File: src/design/lbps_div_cell.sv
`default_nettype none

// One restoring-division step: brings in the next dividend bit, emits one quotient bit.
module lbps_div_cell #(
  parameter int unsigned DenW = 14,
  parameter int unsigned QuoW = 29
) (
  input  wire logic            clk_i,
  input  wire logic            en_i,
  input  wire logic [DenW-1:0] rem_i,
  input  wire logic [QuoW-1:0] quo_i,
  input  wire logic [DenW-1:0] den_i,
  output logic      [DenW-1:0] rem_o,
  output logic      [QuoW-1:0] quo_o,
  output logic      [DenW-1:0] den_o
);

  logic [DenW:0]   trial;
  logic [DenW:0]   diff;
  logic            ge;
  logic [DenW-1:0] rem_d, rem_q;
  logic [QuoW-1:0] quo_d, quo_q;
  logic [DenW-1:0] den_q;

  always_comb begin
    trial = {rem_i, quo_i[QuoW-1]};
    ge    = trial >= {1'b0, den_i};
    diff  = trial - {1'b0, den_i};
    rem_d = ge ? diff[DenW-1:0] : trial[DenW-1:0];
    // dividend bits shift out the top while quotient bits shift in below
    quo_d = {quo_i[QuoW-2:0], ge};
  end

  always_ff @(posedge clk_i) begin
    if (en_i) begin
      rem_q <= rem_d;
      quo_q <= quo_d;
      den_q <= den_i;
    end
  end

  assign rem_o = rem_q;
  assign quo_o = quo_q;
  assign den_o = den_q;

endmodule

`default_nettype wire

File: src/design/lbps_divider.sv
`default_nettype none

// Pipelined divider, one cell per quotient bit. The quotient must fit in QuoW bits.
module lbps_divider #(
  parameter int unsigned DenW = 14,
  parameter int unsigned QuoW = 29
) (
  input  wire logic                 clk_i,
  input  wire logic                 en_i,
  input  wire logic [DenW+QuoW-1:0] dividend_i,
  input  wire logic [DenW-1:0]      divisor_i,
  output logic      [QuoW-1:0]      quo_o,
  output logic      [DenW-1:0]      rem_o
);

  logic [DenW-1:0] rem_c [QuoW+1];
  logic [QuoW-1:0] quo_c [QuoW+1];
  logic [DenW-1:0] den_c [QuoW+1];

  assign rem_c[0] = dividend_i[DenW+QuoW-1:QuoW];
  assign quo_c[0] = dividend_i[QuoW-1:0];
  assign den_c[0] = divisor_i;

  for (genvar g = 0; g < QuoW; g++) begin : g_cell
    lbps_div_cell #(.DenW(DenW), .QuoW(QuoW)) u_cell (
      .clk_i (clk_i),
      .en_i  (en_i),
      .rem_i (rem_c[g]),
      .quo_i (quo_c[g]),
      .den_i (den_c[g]),
      .rem_o (rem_c[g+1]),
      .quo_o (quo_c[g+1]),
      .den_o (den_c[g+1])
    );
  end

  assign quo_o = quo_c[QuoW];
  assign rem_o = rem_c[QuoW];

endmodule

`default_nettype wire

File: config.mk
export PLATFORM = sky130hd
export DESIGN_NAME = lbps_divider
export DESIGN_NICKNAME = d
export VERILOG_FILES = /design/src/design/lbps_div_cell.sv /design/src/design/lbps_divider.sv
export SDC_FILE = /design/constraint.sdc
export NUM_CORES = 2
export LEC_CHECK = 0
export BUFFER_PORTS_ARGS = -buffer_cell sky130_fd_sc_hd__buf_2
export CORE_ASPECT_RATIO = 0.8
export CORE_MARGIN = 2
export CORE_UTILIZATION = 45
export CTS_BUF_LIST = sky130_fd_sc_hd__clkbuf_8
export DETAILED_ROUTE_END_ITERATION = 8
export PLACE_DENSITY_LB_ADDON = 0.25
export SYNTH_ARGS = -nofsm -noshare
export SYNTH_HDL_FRONTEND = slang
export SYNTH_SLANG_ARGS = --single-unit
File: constraint.sdc
create_clock -name clk_i -period 3.4 [get_ports clk_i]
set_input_delay 0.17 -clock clk_i [delete_from_list [all_inputs] [get_ports clk_i]]
set_output_delay 0.17 -clock clk_i [all_outputs]
set_load 0.005 [all_outputs]
==> results_tabular.tex <==
\begin{tabular}{lr}
\hline
Metric & Value \\
\hline
\multicolumn{2}{l}{\textbf{Run status}} \\
Status & complete, no violations \\
\multicolumn{2}{l}{\textbf{Synth}} \\
Cell type with the highest aggregate area in the netlist & sky130\_fd\_sc\_hd\_\_edfxtp\_1 \\
Leading cell types by total area after synthesis & sky130\_fd\_sc\_hd\_\_edfxtp\_1 67\%, sky130\_fd\_sc\_hd\_\_ha\_1 7.4\%, sky130\_fd\_sc\_hd\_\_inv\_1 2.8\%, sky130\_fd\_sc\_hd\_\_mux2\_2 2.2\%, sky130\_fd\_sc\_hd\_\_a21oi\_1 2.1\% \\
Proportion of register bits with asynchronous set or reset after synthesis & 0\% \\
Synthesis warning total & 0 \\
Post-synth design cell area & between 70000 and 80000 um2 \\
Most used standard cell by instance count after synthesis & sky130\_fd\_sc\_hd\_\_edfxtp\_1 \\
Most used standard cells in the synthesized netlist & 1639 x sky130\_fd\_sc\_hd\_\_edfxtp\_1, 539 x sky130\_fd\_sc\_hd\_\_inv\_1, 435 x sky130\_fd\_sc\_hd\_\_ha\_1 \\
Portion of the post-synthesis area used by sequential elements & 67.0\% \\
Avg Cell Area, Syn & 14.2 um2 \\
Post-synth EDFFs & roughly 1600 \\
Share of the synthesized area in the top cell type & approximately two thirds \\
Net count of the mapped netlist & 5700 \\
Unique cell type count in the Yosys netlist & slightly below 80 \\
Synth Flop Type & sky130\_fd\_sc\_hd\_\_edfxtp\_1 \\
Cells after synthesis & between 5000 and 6000 \\
Number of storage elements in the synthesis netlist & roughly 1600 \\
\multicolumn{2}{l}{\textbf{Setup path}} \\
Source of the worst register-to-register timing path & g\_cell[4].u\_cell.den\_o[5]\$\_DFFE\_PP\_ \\
Signal arrival time at the worst endpoint & between 3 and 4 ns \\
Critical path startpoint category & flip-flop \\
Cell depth of the worst flop-to-flop path & 10 \\
Crit path max fanout & 19 \\
Nature of the critical path endpoint & flip-flop \\
RR Endpoint & g\_cell[5].u\_cell.rem\_o[2]\$\_DFFE\_PP\_ \\
Data required time at the worst endpoint & about 4.1 ns \\
Worst setup path class & flip-flop to flip-flop \\
FF-to-FF setup slack & about 0.11 ns \\
\multicolumn{2}{l}{\textbf{Detailed routing}} \\
Number of routed nets with antenna violations & 0 \\
Total wirelength of the detailed-routed design & 135 mm \\
Iteration-0 DRC count of the detailed router & approximately 3300 \\
Per-cell via count in the routed design & 5.17 \\
Residual DRC count & 0 \\
Routed length per instance & $\sim$17 um \\
Total number of vias & 41800 \\
Number of optimization iterations in the first detailed-route pass & 5 \\
\multicolumn{2}{l}{\textbf{Clocking}} \\
H-tree levels & 5 \\
Maximum clock insertion buffer count & 4 \\
Number of clock sinks seen by CTS & about 1600 \\
CTS Root Buffer Type & sky130\_fd\_sc\_hd\_\_clkbuf\_8 \\
CTS tree & built \\
Clock transition at the register clock pins on the worst setup and hold paths after CTS & around 0.070 ns \\
Clock buffer count from CTS & about 280 \\
Later-pin clock latency in the skew report & 0.98 ns \\
\multicolumn{2}{l}{\textbf{Cells and area}} \\
Combined area of the multi-input logic cells & around 22000 um2 \\
FILL cells & 13500 \\
Register Area & 49200 um2 \\
Final design area excluding fillers & around 84000 um2 \\
Share of final-layout standard cells stronger than drive strength 1 & about an eighth \\
Area growth from synthesis to layout & 14.2\% \\
\# nets final & between 6000 and 7000 \\
Fraction of the core area covered by cells at the end of the flow & approximately half \\
\multicolumn{2}{l}{\textbf{Min path}} \\
Endpoint with the worst hold slack & g\_cell[0].u\_cell.quo\_o[17]\$\_DFFE\_PP\_ \\
Number of cells traversed by the worst hold path & 2 \\
Hold Crit Start & en\_i \\
Hold WC Path Type & input port to flip-flop \\
\multicolumn{2}{l}{\textbf{Placed design}} \\
HPWL Detailed & 91.2 mm \\
Area after detailed placement & around 78000 um2 \\
Setup slack after placement & about 0.27 ns \\
Global placer's final weighted congestion & slightly below 0.9 \\
Port-buffer cells & just over 100 \\
\multicolumn{2}{l}{\textbf{Global routing}} \\
Pin count of the biggest net entering global routing & 113 \\
Met2 global-route usage & 24.0\% \\
Global-route total usage across every layer & 16.2\% \\
GR Layer Usage met3 & under 10\% \\
Congestion Overflow GR & 0 \\
Number of global-route vias before repair & 40900 \\
Global route hottest layer & met2 \\
First-pass GRT wire length & 217 mm \\
M1 GR Usage & between 20\% and 30\% \\
Number of antenna violations at the first check in global routing & 3 \\
\multicolumn{2}{l}{\textbf{Power and ir drop}} \\
Cell Pwr Density & approximately 850 nW/um2 \\
Leakage Power & about 33 nW \\
Maximum ir drop on the vdd rail & 0.000451 V \\
\multicolumn{2}{l}{\textbf{STA}} \\
Max Slew Vio Count & 0 \\
Share of the cycle needed by the critical path after routing & a little over nine tenths \\
Least-Margin Pin Slew & 0.792 ns \\
Min Hold Slack & 0.303 ns \\
Setup repair after global routing missed its margin & false \\
Final hold violations & 0 \\
Post-route worst setup slack & approximately 0.11 ns \\
Post-Route Setup TNS & 0 ns \\
Number of failing setup endpoints in the final timing report & 0 \\
Time the worst path needs with I/O delays and setup & approximately 3.3 ns \\
Achievable Freq & around 300 MHz \\
Max-slew headroom at the worst pin & a little under half \\
Worst clock skew & $\sim$0.072 ns \\
\multicolumn{2}{l}{\textbf{Floorplanning}} \\
Total I/O pin count & approximately 100 \\
Starting utilization of the core area & between 40 and 50\% \\
Full die area & 167000 um2 \\
Core area & around 160000 um2 \\
Standard-cell row count & 132 \\
X dimension of the die & between 400 and 500 um \\
Vert. Die Dim & between 300 and 400 um \\
\multicolumn{2}{l}{\textbf{Job}} \\
Max Cap Viol & 0 \\
\hline
\end{tabular}
==> how the worst max path moves through the flow <==
stage,startpoint,end,slack [ns],cells past startpoint
final,g_cell[4].u_cell.den_o[5]$_DFFE_PP_,g_cell[5].u_cell.rem_o[2]$_DFFE_PP_,0.11,10
after floorplan,g_cell[9].u_cell.rem_o[0]$_DFFE_PP_,g_cell[10].u_cell.rem_o[10]$_DFFE_PP_,0.47,10
after CTS,g_cell[6].u_cell.rem_o[0]$_DFFE_PP_,g_cell[7].u_cell.rem_o[1]$_DFFE_PP_,0.24,10
after detailed placement,g_cell[6].u_cell.rem_o[0]$_DFFE_PP_,g_cell[7].u_cell.rem_o[1]$_DFFE_PP_,0.27,10
after global routing,g_cell[5].u_cell.den_o[1]$_DFFE_PP_,g_cell[6].u_cell.rem_o[3]$_DFFE_PP_,0.03,11
after global placement,g_cell[6].u_cell.den_o[1]$_DFFE_PP_,g_cell[7].u_cell.rem_o[4]$_DFFE_PP_,0.32,11
==> kinds of logic after synthesis <==
| logic type | Yosys count | synth area share (%) |
|---|---|---|
| compound gates | 1114 | 9.61 |
| flops | 1639 | 67.0 |
| simple gates | 903 | 5.80 |
| xor+xnor | 274 | 3.27 |
| mux | 193 | 3.04 |
| buf+inv | 590 | 3.11 |
| fa+ha+maj | 464 | 8.20 |
==> flip-flops by register name (all words and copies together), names as in the netlist <==
register	flops
g_cell.u_cell.den_o	392
g_cell.u_cell.rem_o	406
g_cell.u_cell.quo_o	841
==> through the flow <==
step | total power [mW] | cells
3_5_place_dp | 54.9 | 7474
5_1_grt | 76.1 | 8075
4_1_cts | 71.8 | 8069
3_3_place_gp | 54.5 | 7474
2_1_floorplan | 48.2 | 5177
6_report | 71.1 | 8076
==> metal layers <==
metal	vias up	routed length [um]
met2	947	58500
met4	0	3320
met3	272	7940
met1	20100	65200
li1	20500	-
met5	-	0
==> placed cells by master, fill, tap and decap left out, drive strengths merged, types with 175 or more instances in the layout <==
cell type	instances
nor2	234
nand2	307
o21ai	303
inv	608
a21oi	314
edfxtp	1639
clkbuf	290
xnor2	175
buf	204
ha	435
==> worst max-delay path, stage by stage, from the launching register on <==
cell and delay, ns:
sky130_fd_sc_hd__edfxtp_1 0.48, sky130_fd_sc_hd__inv_1 0.08, sky130_fd_sc_hd__ha_1 0.38, sky130_fd_sc_hd__nand4_1 0.23
sky130_fd_sc_hd__nor4_1 0.52, sky130_fd_sc_hd__a2111oi_0 0.16, sky130_fd_sc_hd__buf_4 0.18, sky130_fd_sc_hd__o31ai_2 0.09
sky130_fd_sc_hd__buf_12 0.20, sky130_fd_sc_hd__nor2_1 0.05, sky130_fd_sc_hd__a21oi_1 0.60
==> cell type report <==
cell class                      count  share of cell area (%)
Antenna cell                        7                  0.0209
Clock buffer                      290                    4.76
Clock inverter                    166                    1.13
Inverter                          539                    2.41
Multi-Input combinational cell   2948                    26.2
Sequential cell                  1639                    58.7
Tap cell                         2144                    3.20
Timing Repair Buffer              343                    3.62
==> power breakdown <==
group	switching [mW]	internal, mW	total [mW]
Clock	7.57	8.60	16.2
Combinational	13.5	11.6	25.2
Sequential	2.07	27.7	29.8
==> what timing repair did <==
action	CTS	global route
hold buffers	139	0
buffers inserted	0	0
endpoints found under the hold margin	535	0
gates resized for setup	0	2
endpoints found under the setup margin	0	10
(Power assumes the default switching activity.)
